--- src/hw/rtl/line_grid_block_walk_macros.svh ---
// assertion macros for the grid block walk
`ifndef LINE_GRID_BLOCK_WALK_MACROS_SVH
`define LINE_GRID_BLOCK_WALK_MACROS_SVH

// same-cycle implication, sampled on clk, off during rst
`define LGBW_ASSERT_IMP(name, pre, post, msg) \
  name: assert property (@(posedge clk) disable iff (rst) (pre) |-> (post)) else $error(msg);

// next-cycle implication, sampled on clk, off during rst
`define LGBW_ASSERT_NXT(name, pre, post, msg) \
  name: assert property (@(posedge clk) disable iff (rst) (pre) |=> (post)) else $error(msg);

`endif

--- src/hw/rtl/lgbw_pkg.sv ---
// shared constants and control types for the grid block walk
`default_nettype none

package lgbw_pkg;

  // fixed field widths
  localparam int COORD_W    = 16;
  localparam int TAG_W      = 16;
  localparam int INDEX_W    = 10;
  localparam int DIM_W      = 6;
  localparam int CFG_ADDR_W = 2;
  localparam int CFG_DATA_W = 16;

  // parameter defaults
  localparam int BLOCK_SHIFT_DEF  = 7;
  localparam int MAX_GRID_DIM_DEF = 32;
  localparam int MAX_WALK_DEF     = 64;

  // grid size after reset
  localparam logic [DIM_W-1:0] DIM_RESET = 6'd32;

  // configuration register indexes
  typedef enum logic [CFG_ADDR_W-1:0] {
    CFG_ORIGIN_X  = 2'd0,
    CFG_ORIGIN_Y  = 2'd1,
    CFG_GRID_COLS = 2'd2,
    CFG_GRID_ROWS = 2'd3
  } cfg_index_t;

  // controller to datapath commands
  typedef struct packed {
    logic load;
    logic prep;
    logic mult;
    logic init;
    logic step;
  } dp_cmd_t;

  // datapath to controller status
  typedef struct packed {
    logic in_range;
    logic stop;
  } dp_status_t;

endpackage

`default_nettype wire

--- src/hw/rtl/lgbw_datapath.sv ---
// datapath: block coordinates, decision term and walk step
`default_nettype none

module lgbw_datapath #(
  parameter int BLOCK_SHIFT  = lgbw_pkg::BLOCK_SHIFT_DEF,
  parameter int MAX_GRID_DIM = lgbw_pkg::MAX_GRID_DIM_DEF,
  parameter int MAX_WALK     = lgbw_pkg::MAX_WALK_DEF
) (
  input  wire logic                                  clk,
  input  wire logic                                  rst,
  input  wire lgbw_pkg::dp_cmd_t                     cmd,
  output      lgbw_pkg::dp_status_t                  status,
  input  wire logic signed [lgbw_pkg::COORD_W-1:0]   start_x,
  input  wire logic signed [lgbw_pkg::COORD_W-1:0]   start_y,
  input  wire logic signed [lgbw_pkg::COORD_W-1:0]   end_x,
  input  wire logic signed [lgbw_pkg::COORD_W-1:0]   end_y,
  input  wire logic        [lgbw_pkg::TAG_W-1:0]     segment_id,
  input  wire logic signed [lgbw_pkg::COORD_W-1:0]   origin_x,
  input  wire logic signed [lgbw_pkg::COORD_W-1:0]   origin_y,
  input  wire logic        [lgbw_pkg::DIM_W-1:0]     grid_cols,
  input  wire logic        [lgbw_pkg::DIM_W-1:0]     grid_rows,
  output      logic                                  valid,
  output      logic        [lgbw_pkg::INDEX_W-1:0]   block_index,
  output      logic        [lgbw_pkg::TAG_W-1:0]     segment_tag,
  output      logic                                  last,
  output      logic                                  reached_end
);

  localparam int RelW   = lgbw_pkg::COORD_W + 1;
  localparam int BlkW   = RelW - BLOCK_SHIFT;
  localparam int IdxW   = BlkW + lgbw_pkg::DIM_W + 2;
  localparam int MagW   = lgbw_pkg::COORD_W;
  localparam int ProdW  = BLOCK_SHIFT + MagW;
  localparam int DiffW  = ProdW + 2;
  localparam int TotW   = 2 * lgbw_pkg::DIM_W;
  localparam int CntW   = $clog2(MAX_WALK);
  localparam int DimMax = (1 << lgbw_pkg::DIM_W) - 1;
  localparam int DimCap = (MAX_GRID_DIM < DimMax) ? MAX_GRID_DIM : DimMax;

  localparam logic signed [DiffW-1:0]        DiffOne = DiffW'(1);
  localparam logic signed [IdxW-1:0]         IdxOne  = IdxW'(1);
  localparam logic [lgbw_pkg::DIM_W-1:0]     DimOne  = lgbw_pkg::DIM_W'(1);
  localparam logic [lgbw_pkg::DIM_W-1:0]     DimTop  = lgbw_pkg::DIM_W'(DimCap);
  localparam logic [CntW-1:0]                CntLast = CntW'(MAX_WALK - 1);

  // latched item
  logic signed [lgbw_pkg::COORD_W-1:0] px0, py0, px1, py1;
  logic        [lgbw_pkg::TAG_W-1:0]   tag;

  // prep stage registers
  logic [BLOCK_SHIFT-1:0]          tx, ty;
  logic [MagW-1:0]                 adx, ady;
  logic                            negx, negy;
  logic signed [BlkW-1:0]          bx, by, bex, bey;
  logic [lgbw_pkg::DIM_W-1:0]      cols, rows;

  // product stage registers
  logic [ProdW-1:0]                p1, p2;
  logic signed [IdxW-1:0]          b, bend;
  logic [TotW-1:0]                 tot;

  // walk registers
  logic signed [DiffW-1:0]         diff;
  logic [CntW-1:0]                 n;

  // prep combinational
  logic signed [RelW-1:0]          rel_x, rel_y, rel_ex, rel_ey, dlt_x, dlt_y;
  logic [BLOCK_SHIFT-1:0]          offx, offy;
  logic [lgbw_pkg::DIM_W-1:0]      cols_c, rows_c;

  // walk combinational
  logic signed [IdxW-1:0]          cols_e, b_next;
  logic signed [DiffW-1:0]         diff_next, ady_sh, adx_sh;
  logic                            hit, nb_in, step_col;

  // capture the item on accept
  always_ff @(posedge clk) begin
    if (cmd.load) begin
      px0 <= start_x;
      py0 <= start_y;
      px1 <= end_x;
      py1 <= end_y;
      tag <= segment_id;
    end
  end

  // relative coordinates, deltas and in-block offsets
  always_comb begin
    rel_x  = RelW'(px0) - RelW'(origin_x);
    rel_y  = RelW'(py0) - RelW'(origin_y);
    rel_ex = RelW'(px1) - RelW'(origin_x);
    rel_ey = RelW'(py1) - RelW'(origin_y);
    dlt_x  = RelW'(px1) - RelW'(px0);
    dlt_y  = RelW'(py1) - RelW'(py0);
    offx   = rel_x[BLOCK_SHIFT-1:0];
    offy   = rel_y[BLOCK_SHIFT-1:0];
  end

  // grid size clamp
  always_comb begin
    if (grid_cols == '0) begin
      cols_c = DimOne;
    end else if (grid_cols > DimTop) begin
      cols_c = DimTop;
    end else begin
      cols_c = grid_cols;
    end
    if (grid_rows == '0) begin
      rows_c = DimOne;
    end else if (grid_rows > DimTop) begin
      rows_c = DimTop;
    end else begin
      rows_c = grid_rows;
    end
  end

  // prep stage
  always_ff @(posedge clk) begin
    if (cmd.prep) begin
      negx <= dlt_x[RelW-1];
      negy <= dlt_y[RelW-1];
      adx  <= dlt_x[RelW-1] ? MagW'(-dlt_x) : MagW'(dlt_x);
      ady  <= dlt_y[RelW-1] ? MagW'(-dlt_y) : MagW'(dlt_y);
      tx   <= dlt_x[RelW-1] ? offx : ~offx;
      ty   <= dlt_y[RelW-1] ? offy : ~offy;
      bx   <= BlkW'(rel_x >>> BLOCK_SHIFT);
      by   <= BlkW'(rel_y >>> BLOCK_SHIFT);
      bex  <= BlkW'(rel_ex >>> BLOCK_SHIFT);
      bey  <= BlkW'(rel_ey >>> BLOCK_SHIFT);
      cols <= cols_c;
      rows <= rows_c;
    end
  end

  assign cols_e = $signed(IdxW'(cols));

  // product stage: decision products, end index, range size
  always_ff @(posedge clk) begin
    if (cmd.mult) begin
      p1   <= ProdW'(tx) * ProdW'(ady);
      p2   <= ProdW'(ty) * ProdW'(adx);
      bend <= IdxW'(bey) * cols_e + IdxW'(bex);
      tot  <= TotW'(cols) * TotW'(rows);
    end
  end

  // walk step decode
  always_comb begin
    ady_sh    = $signed(DiffW'({ady, {BLOCK_SHIFT{1'b0}}}));
    adx_sh    = $signed(DiffW'({adx, {BLOCK_SHIFT{1'b0}}}));
    step_col  = diff[DiffW-1];
    hit       = (b == bend);
    if (step_col) begin
      b_next    = negx ? (b - IdxOne) : (b + IdxOne);
      diff_next = diff + ady_sh;
    end else begin
      b_next    = negy ? (b - cols_e) : (b + cols_e);
      diff_next = diff - adx_sh;
    end
    nb_in           = !b_next[IdxW-1] && ($unsigned(b_next) < IdxW'(tot));
    status.in_range = !b[IdxW-1] && ($unsigned(b) < IdxW'(tot));
    status.stop     = hit || (n == CntLast) || !nb_in;
  end

  // start index, decision term setup and walk update
  always_ff @(posedge clk) begin
    if (cmd.mult) begin
      b <= IdxW'(by) * cols_e + IdxW'(bx);
    end else if (cmd.init) begin
      n <= '0;
      if (adx == '0) begin
        diff <= DiffOne;
      end else if (ady == '0) begin
        diff <= -DiffOne;
      end else begin
        diff <= $signed(DiffW'(p1)) - $signed(DiffW'(p2));
      end
    end else if (cmd.step) begin
      n    <= n + CntW'(1);
      b    <= b_next;
      diff <= diff_next;
    end
  end

  // result beat
  always_ff @(posedge clk) begin
    if (rst) begin
      valid <= 1'b0;
    end else begin
      valid <= cmd.step;
    end
  end

  always_ff @(posedge clk) begin
    if (cmd.step) begin
      block_index <= b[lgbw_pkg::INDEX_W-1:0];
      segment_tag <= tag;
      last        <= status.stop;
      reached_end <= hit;
    end
  end

endmodule

`default_nettype wire

--- src/hw/rtl/lgbw_ctrl.sv ---
// controller: sequences setup and walk of one segment
`default_nettype none

module lgbw_ctrl (
  input  wire logic                 clk,
  input  wire logic                 rst,
  input  wire logic                 start,
  output      logic                 busy,
  output      lgbw_pkg::dp_cmd_t    cmd,
  input  wire lgbw_pkg::dp_status_t status
);

  typedef enum logic [2:0] {
    S_IDLE,
    S_PREP,
    S_MULT,
    S_INIT,
    S_WALK
  } state_t;

  state_t state, state_next;

  // command decode and next state
  always_comb begin
    cmd        = '0;
    state_next = state;
    unique case (state)
      S_IDLE: begin
        if (start) begin
          cmd.load   = 1'b1;
          state_next = S_PREP;
        end
      end
      S_PREP: begin
        cmd.prep   = 1'b1;
        state_next = S_MULT;
      end
      S_MULT: begin
        cmd.mult   = 1'b1;
        state_next = S_INIT;
      end
      S_INIT: begin
        cmd.init   = 1'b1;
        state_next = S_WALK;
      end
      S_WALK: begin
        cmd.step = status.in_range;
        if (!status.in_range || status.stop) begin
          state_next = S_IDLE;
        end
      end
      default: begin
        state_next = S_IDLE;
      end
    endcase
  end

  // state register
  always_ff @(posedge clk) begin
    if (rst) begin
      state <= S_IDLE;
    end else begin
      state <= state_next;
    end
  end

  assign busy = (state != S_IDLE);

endmodule

`default_nettype wire

--- src/hw/rtl/line_grid_block_walk.sv ---
// top level of the line segment grid block walk
//
// Usage: raise start with a segment on start_x/start_y/end_x/end_y and
// segment_id; the segment is taken at a rising edge where start is high and
// busy is low. The block then emits, one beat per cycle, the linear index of
// each grid block the segment touches, in walk order, each beat marked by
// valid for exactly one cycle. last marks the final beat of a segment and
// reached_end tells whether the walk hit the end block (0: left the grid or
// hit the walk cap). A segment whose start block index lies outside the
// grid's index range gives no beats at all.
// Timing: after the accept edge the block sets up the block coordinates,
// then the two decision products, then the decision term, and then emits
// one beat per cycle; busy stays high through setup and walk. The next
// segment is taken as soon as busy is low. The receiver cannot stall:
// beats are never held back.
// Configuration: cfg_we/cfg_index/cfg_data write origin_x, origin_y,
// grid_cols, grid_rows (indexes 0..3); the user must write them only while
// busy is low, which the block itself does not enforce.
// Reset (rst, synchronous): origin 0, grid 32 by 32, controller idle.
`default_nettype none

`include "line_grid_block_walk_macros.svh"

module line_grid_block_walk #(
  parameter int BLOCK_SHIFT  = lgbw_pkg::BLOCK_SHIFT_DEF,
  parameter int MAX_GRID_DIM = lgbw_pkg::MAX_GRID_DIM_DEF,
  parameter int MAX_WALK     = lgbw_pkg::MAX_WALK_DEF
) (
  input  wire logic                                  clk,
  input  wire logic                                  rst,
  input  wire logic                                  start,
  output      logic                                  busy,
  input  wire logic signed [lgbw_pkg::COORD_W-1:0]   start_x,
  input  wire logic signed [lgbw_pkg::COORD_W-1:0]   start_y,
  input  wire logic signed [lgbw_pkg::COORD_W-1:0]   end_x,
  input  wire logic signed [lgbw_pkg::COORD_W-1:0]   end_y,
  input  wire logic        [lgbw_pkg::TAG_W-1:0]     segment_id,
  input  wire logic                                  cfg_we,
  input  wire logic        [lgbw_pkg::CFG_ADDR_W-1:0] cfg_index,
  input  wire logic        [lgbw_pkg::CFG_DATA_W-1:0] cfg_data,
  output      logic                                  valid,
  output      logic        [lgbw_pkg::INDEX_W-1:0]   block_index,
  output      logic        [lgbw_pkg::TAG_W-1:0]     segment_tag,
  output      logic                                  last,
  output      logic                                  reached_end
);

  logic signed [lgbw_pkg::COORD_W-1:0] origin_x, origin_y;
  logic        [lgbw_pkg::DIM_W-1:0]   grid_cols, grid_rows;
  lgbw_pkg::dp_cmd_t                   cmd;
  lgbw_pkg::dp_status_t                status;

  // configuration registers
  always_ff @(posedge clk) begin
    if (rst) begin
      origin_x  <= '0;
      origin_y  <= '0;
      grid_cols <= lgbw_pkg::DIM_RESET;
      grid_rows <= lgbw_pkg::DIM_RESET;
    end else if (cfg_we) begin
      unique case (lgbw_pkg::cfg_index_t'(cfg_index))
        lgbw_pkg::CFG_ORIGIN_X:  origin_x  <= $signed(cfg_data);
        lgbw_pkg::CFG_ORIGIN_Y:  origin_y  <= $signed(cfg_data);
        lgbw_pkg::CFG_GRID_COLS: grid_cols <= cfg_data[lgbw_pkg::DIM_W-1:0];
        lgbw_pkg::CFG_GRID_ROWS: grid_rows <= cfg_data[lgbw_pkg::DIM_W-1:0];
        default: begin
        end
      endcase
    end
  end

  // controller
  lgbw_ctrl u_ctrl (
    .clk    (clk),
    .rst    (rst),
    .start  (start),
    .busy   (busy),
    .cmd    (cmd),
    .status (status)
  );

  // datapath
  lgbw_datapath #(
    .BLOCK_SHIFT  (BLOCK_SHIFT),
    .MAX_GRID_DIM (MAX_GRID_DIM),
    .MAX_WALK     (MAX_WALK)
  ) u_datapath (
    .clk         (clk),
    .rst         (rst),
    .cmd         (cmd),
    .status      (status),
    .start_x     (start_x),
    .start_y     (start_y),
    .end_x       (end_x),
    .end_y       (end_y),
    .segment_id  (segment_id),
    .origin_x    (origin_x),
    .origin_y    (origin_y),
    .grid_cols   (grid_cols),
    .grid_rows   (grid_rows),
    .valid       (valid),
    .block_index (block_index),
    .segment_tag (segment_tag),
    .last        (last),
    .reached_end (reached_end)
  );

  // checks
  `LGBW_ASSERT_NXT(a_accept_busy, start && !busy, busy, "accepted segment did not raise busy")
  `LGBW_ASSERT_IMP(a_beat_from_walk, valid, $past(busy), "beat without a walk in progress")
  `LGBW_ASSERT_IMP(a_last_ends_walk, valid && last, !busy, "walk still busy after last beat")
  `LGBW_ASSERT_IMP(a_end_on_last, valid && reached_end, last, "reached_end on a beat that is not last")

endmodule

`default_nettype wire
--- config.mk ---
export PLATFORM = sky130hd
export DESIGN_NAME = line_grid_block_walk
export DESIGN_NICKNAME = d
export VERILOG_FILES = /design/src/hw/rtl/lgbw_pkg.sv /design/src/hw/rtl/lgbw_datapath.sv /design/src/hw/rtl/lgbw_ctrl.sv /design/src/hw/rtl/line_grid_block_walk.sv
export VERILOG_INCLUDE_DIRS = /design/src /design/src/hw/rtl
export SDC_FILE = /design/constraint.sdc
export NUM_CORES = 2
export LEC_CHECK = 0
export BUFFER_PORTS_ARGS = -buffer_cell sky130_fd_sc_hd__clkbuf_2
export CELL_PAD_IN_SITES_DETAIL_PLACEMENT = 1
export CELL_PAD_IN_SITES_GLOBAL_PLACEMENT = 2
export CORE_MARGIN = 4
export CORE_UTILIZATION = 30
export CTS_CLUSTER_DIAMETER = 200
export CTS_CLUSTER_SIZE = 24
export DETAILED_ROUTE_END_ITERATION = 16
export PLACE_DENSITY = 0.63
export RECOVER_POWER = 100
export SYNTH_ARGS = -nofsm -noshare
export SYNTH_HDL_FRONTEND = slang
export SYNTH_SLANG_ARGS = --single-unit
--- constraint.sdc ---
create_clock -name clk -period 11.66 [get_ports clk]
set_clock_uncertainty 0.15 [all_clocks]
set_input_delay 0.583 -clock clk [delete_from_list [all_inputs] [get_ports clk]]
set_output_delay 0.583 -clock clk [all_outputs]
set_load 0.02 [all_outputs]
Word level (Yosys, flattened, before mapping)
Cells that the tools add are included.

Register bits: 381. Bits of input ports: 102. Output and inout port bits: 30. Logic and storage cells: 132.

$add $sub $neg: 18. Multiply operators: 5. Order comparisons: 4. Equal/unequal tests: 12. Multiplexer cells: 27. Bitwise operators: 3. Reductions and logical operators: 27.

Operators by type and width (count): 25-bit 2-to-1 mux (5); 18-bit 2-to-1 mux (6); 16-bit by 16-bit subtractor with 17-bit output (6); 7-bit by 16-bit multiplier with 23-bit output (2); 17-bit by 10-bit adder with 18-bit output (2); 18-bit by 12-bit less-than comparator with 1-bit output (2); 10-bit by 7-bit multiplier with 17-bit output (2); 16-bit zero test (2); 16-bit 2-to-1 mux (2); 16-bit negation (2); 25-bit by 24-bit adder with 25-bit output (1); 25-bit by 24-bit subtractor with 25-bit output (1); 23-bit by 23-bit subtractor with 24-bit output (1); 18-bit by 2-bit adder with 18-bit output (second input constant) (1); 18-bit by 7-bit adder with 18-bit output (1); 18-bit == test (1); 6-bit 2-to-1 mux (3); 18-bit by 2-bit subtractor with 18-bit output (second input constant) (1); 18-bit by 7-bit subtractor with 18-bit output (1); 3-bit case mux with 5 select lines (1); 7-bit 2-to-1 mux (2); 7-bit inverter (2); 2-bit AND reduction (7); 6-bit greater-than comparator (second input constant) (2); other kinds (22) (40).

Depth between registers and ports, before layout
Depth in word-level cells: 10. Depth in mapped cells: 22. Gate-level depth less buffers: 20.

Hierarchy
Synthesis repeated with hierarchy kept, for this count alone.

Cell total of the unflattened synthesis: 3389. Area, all modules: 34124.0 um2.

By module, submodules not included: lgbw_datapath (instances 1, cells an instance 3207, area each 32183.4 um2, sequential area each 9809.4 um2); line_grid_block_walk (instances 1, cells an instance 165, area each 1785.5 um2, sequential area each 880.8 um2); lgbw_ctrl (instances 1, cells an instance 17, area each 155.1 um2, sequential area each 60.1 um2).

Worst setup path before layout
OpenSTA, ideal clock, no wires.

Path kind: register -> register. Start point: reg u_ctrl.state[0]. End point: reg u_datapath.adx[0], enable pin. Library setup time: 0.705 ns. Arrival: 7.744 ns. Required time: 10.805 ns. Setup slack: 3.062 ns. Cell stages (with the launch flop): 2. Buffers on the path: 0. Period minus slack after synthesis: 8.598 ns. Cell sequence: dfxtp_1 -> nor3b_1.

Word-level cells in the longest chain between the ends: 2.

Ends and longest elaborated chain: start, declared (line lgbw_ctrl.sv:21) `state_t state, state_next;`; start signal, assigned (line lgbw_ctrl.sv:63) `state <= state_next;`; 3-bit by 1-bit == test with 1-bit output (line lgbw_ctrl.sv:27) `unique case (state)`; 1-bit 2-to-1 mux (line lgbw_ctrl.sv:27); end signal, assigned (line lgbw_datapath.sv:122) `adx <= dlt_x[RelW-1] ? MagW'(-dlt_x) : MagW'(dlt_x);`; end, declared (line lgbw_datapath.sv:52) `logic [MagW-1:0] adx, ady;`.

No other way between the ends. A chain may end at the register's enable or synchronous reset.

Worst setup path after layout
Start point: reg u_datapath.cols[0] (netlist bit). End point: reg u_datapath.b[15], data pin.

Word-level cells in the longest chain between the ends: 6. Elaborated cells on any way between the ends: 9. Those cells by class: add/sub: 3; mul: 1; mux: 5.

Ends and longest elaborated chain: start, declared (line lgbw_datapath.sv:55) `logic [lgbw_pkg::DIM_W-1:0] cols, rows;`; start signal, assigned (line lgbw_datapath.sv:130) `cols <= cols_c;`; branches (longest 5 deep; another with 17-bit by 10-bit adder with 18-bit output); 18-bit 2-to-1 mux (*) (line lgbw_datapath.sv:167) `if (cmd.mult) begin`; end signal, assigned (line lgbw_datapath.sv:168) `b <= IdxW'(by) * cols_e + IdxW'(bx);`; end signal, assigned (line lgbw_datapath.sv:180) `b <= b_next;`; end, declared (line lgbw_datapath.sv:59) `logic signed [IdxW-1:0] b, bend;`.

Mark *: on every way between the ends. The select of a mux whose other input is x is not followed.

==> metrics.csv <==
metric,value,unit
clk_latency,0.61,ns
hold_path_class,in -> reg,
finalNetCount,4263,
hold_ws,0.0458,ns
peakVddDrop,0.000193,V
via_count,23700,
synth_top_family_by_area,adder cells,
slowest_delay,1.11,ns
synth_simple_gate_area_share,0.147,
synthArstFlopShare,0,
yosys.area.top_type,edfxtp_1,
fill_cells,12700,
cts_hold_buf,57,
dpl_cell_area,0.0358,mm^2
period_share,0.525,
worstPathMaxFanout,29,
synth_ff_type,edfxtp_1,
grt_pass1_vias,25400,
grt_max_degree,65,
arrival,6.20,ns
dieHeight,342,um
htree_num_levels,1,
antenna_found_initial,7,
yosys_warnings,0,
start_kind,flop,
drive_gt1_frac,0.0407,
ant_nets,0,
synth.mux.area_fraction,0.00489,
grt_pass1_wl,152000,um
syn-num-nets,4140,
grt_setup_unrepaired,false,
wl_per_cell,19.3,um
synth_edf_count,326,
port_buffers,131,
synth_compound_area_frac,0.100,
synth_area,0.0335,mm^2
syn_area_per_cell,9.85,um^2
vias_per_cell,4.71,
numCtsBuffers,19,
slew_headroom,-1.66,
die_x,342,um
power.density,239,mW/mm^2
drt_wl_total,97300,um
postCtsResizedCells,0,
fin_ws,5.54,ns
p_leak,15.8,nW
path_clk_slew,0.11,ns
max_slew.worst_pin.slew,3.98,ns
cts_setup_buffers,0,
rows,122,
period_minus_slack,6.12,ns
fmax,164,MHz
critPathKind,reg -> reg,
yosysSeqAreaShare,0.320,
clock_sinks,374,
end_kind,flop,
post-route-cell-area,0.0368,mm^2
critPathRequiredTime,11.75,ns
cpMostUsedCell,o21ai_0,
synth-seq-cells,374,
synthTopCellsByArea,"edfxtp_1 (29%), fa_1 (17%), ha_1 (13%)",
tritoncts,done,
overflow,0,
fin_tns_setup,0,ns
drv_cap,7,
start_util,0.303,
synthXorXnorAreaFrac,0.0634,
syn_inst,3405,
outcome,"complete, but fails checks",
preCtsSetupSlack,5.70,ns
failed_checks,"max-capacitance violations, max-slew violations",
core,0.111,mm^2
drtPass1Iterations,6,
finalMaxSlewViolations,310,
yosys.area.top_type_share,0.292,
die_area,0.117,mm^2
hold_violations,0,
clockBufferDepth,3,
setup_violations,0,
path_cells,clkbuf_1 -> and2_0 -> fa_1 -> ha_1 -> inv_1 -> fa_1 -> inv_1 -> ha_1 -> a21o_1 -> a21oi_1 -> o21ai_0 -> a211oi_1 -> o311ai_0 -> a21o_1 -> a21oi_1 -> o21ai_0 -> xnor2_1 -> o21ai_0,
yosys.cell_types.count,77,
ios,132,
dp_hpwl,80300,um
grt_use_total,0.167,
drc_errors,0,
drt_iter0_markers,1091,
syn_to_final_growth,9.71,%
place_congestion,0.830,
crit_slowest_cell,clkbuf_1,
synthAdderAreaFrac,0.298,
cts_root_buf,clkbuf_16,
through the flow:
step           total power, mW  std cells   util
6_report                  8.79       5030  0.332
2_1_floorplan             6.26       3405      -
3_3_place_gp              8.03       4938  0.323
3_5_place_dp              8.07       4938  0.323
5_1_grt                   9.74       5029  0.332
4_1_cts                   8.92       5028  0.333
cells in the final DEF, fill, tap and decap left out, types with 19 or more instances in the layout:
master         count
clkbuf_1          59
o21ai_0          132
o21bai_1          20
clkbuf_2          91
nand2b_1          22
ha_1             356
inv_1            484
or3_1             28
dlygate4sd3_1     57
o21a_1            23
and2_0            19
nor2_1           168
xor2_1            73
nor3_1            53
nor2b_1           38
clkbuf_16         19
nand3_1           46
dfxtp_1           48
edfxtp_1         326
fa_1             277
a21o_1            39
xnor2_1          168
a21oi_1          170
and2_1           166
nand2_1          387
registers in the layout (all words and copies together), names as in the netlist, 18 cells and up:
register         flops
u_datapath.p1       23
u_datapath.bend     18
u_datapath.p2       23
u_datapath.b        18
u_datapath.diff     18
cells by family after synthesis:
| family | Yosys count |
|---|---|
| muxes | 16 |
| and+or+nand+nor | 1020 |
| adders and majority gates | 633 |
| buffers and inverters | 584 |
| xor gates and xnor gates | 242 |
| AOI/OAI and AO/OA | 536 |
| DFF | 374 |
final cells by class:
class	count	area, um^2	area share
timing repair buffer	201	1240	0.0337
inverter	485	1820	0.0495
multi-input combinational	2447	20600	0.559
clock buffer	30	517	0.0140
clock inverter	3	23.8	0.000646
tap	1488	1860	0.0506
sequential	374	10800	0.292
antenna	2	5.00	0.000136
metal layers:
layer  up-vias  wire, um  track usage
li1      11600         -            -
met1     11700     51100        0.255
met2       291     41900        0.261
met3        45      2870       0.0160
met4         0      1370       0.0214
met5         -         0            0
path summary, 6_finish.rpt:
| check | cells after the start | to | from | slack, ns |
|---|---|---|---|---|
| worst min-delay path | 1 | u_datapath.tag[15]$_DFFE_PP_ | segment_id[15] | 0.05 |
| worst max-delay path | 18 | u_datapath.b[15]$_DFFE_PP_ | u_datapath.cols[0]$_SDFFCE_PP1P_ | 5.54 |
| worst min register to register | 0 | u_datapath.segment_tag[9]$_DFFE_PP_ | u_datapath.tag[9]$_DFFE_PP_ | 0.27 |
| worst max register to register | 18 | u_datapath.b[15]$_DFFE_PP_ | u_datapath.cols[0]$_SDFFCE_PP1P_ | 5.54 |
worst max-delay path, delay by kind of cell, from the launching register on:
kind | cells | cell delay (ns)
flip-flops | 1 | 0.33
buffers and inverters | 3 | 1.23
AO/OA/AOI/OAI | 9 | 1.99
AND/OR/NAND/NOR | 1 | 0.28
XOR/XNOR | 1 | 0.17
adder cells (fa/ha/maj) | 4 | 1.58
where the power goes:
part	switching, mW	total (mW)	leakage (nW)	internal, mW
clock	0.477	0.789	0.252	0.313
sequential	0.201	2.11	3.41	1.91
combinational	3.48	5.89	12.1	2.41
total	4.16	8.79	15.8	4.63
Yosys cell counts, types with 9 or more instances:
| library cell | n |
|---|---|
| and2_1 | 185 |
| a21o_1 | 39 |
| and3_1 | 18 |
| xor2_1 | 73 |
| nor2_1 | 168 |
| a211o_1 | 10 |
| a21oi_1 | 169 |
| nand3b_1 | 9 |
| o211ai_1 | 18 |
| a211oi_1 | 16 |
| fa_1 | 277 |
| ha_1 | 356 |
| o21bai_1 | 20 |
| nand2_1 | 387 |
| clkbuf_1 | 95 |
| nor3_1 | 53 |
| o31ai_1 | 17 |
| nor2b_1 | 38 |
| mux2i_1 | 13 |
| dfxtp_1 | 48 |
| nor4_1 | 15 |
| a31oi_1 | 13 |
| or3_1 | 28 |
| edfxtp_1 | 326 |
| nand3_1 | 46 |
| o21ai_0 | 130 |
| nand2b_1 | 22 |
| o21a_1 | 23 |
| inv_1 | 484 |
| nand4_1 | 9 |
| a21boi_0 | 16 |
| xnor2_1 | 168 |
| or2_2 | 14 |
No activity file was read; power rests on OpenSTA's default activity.
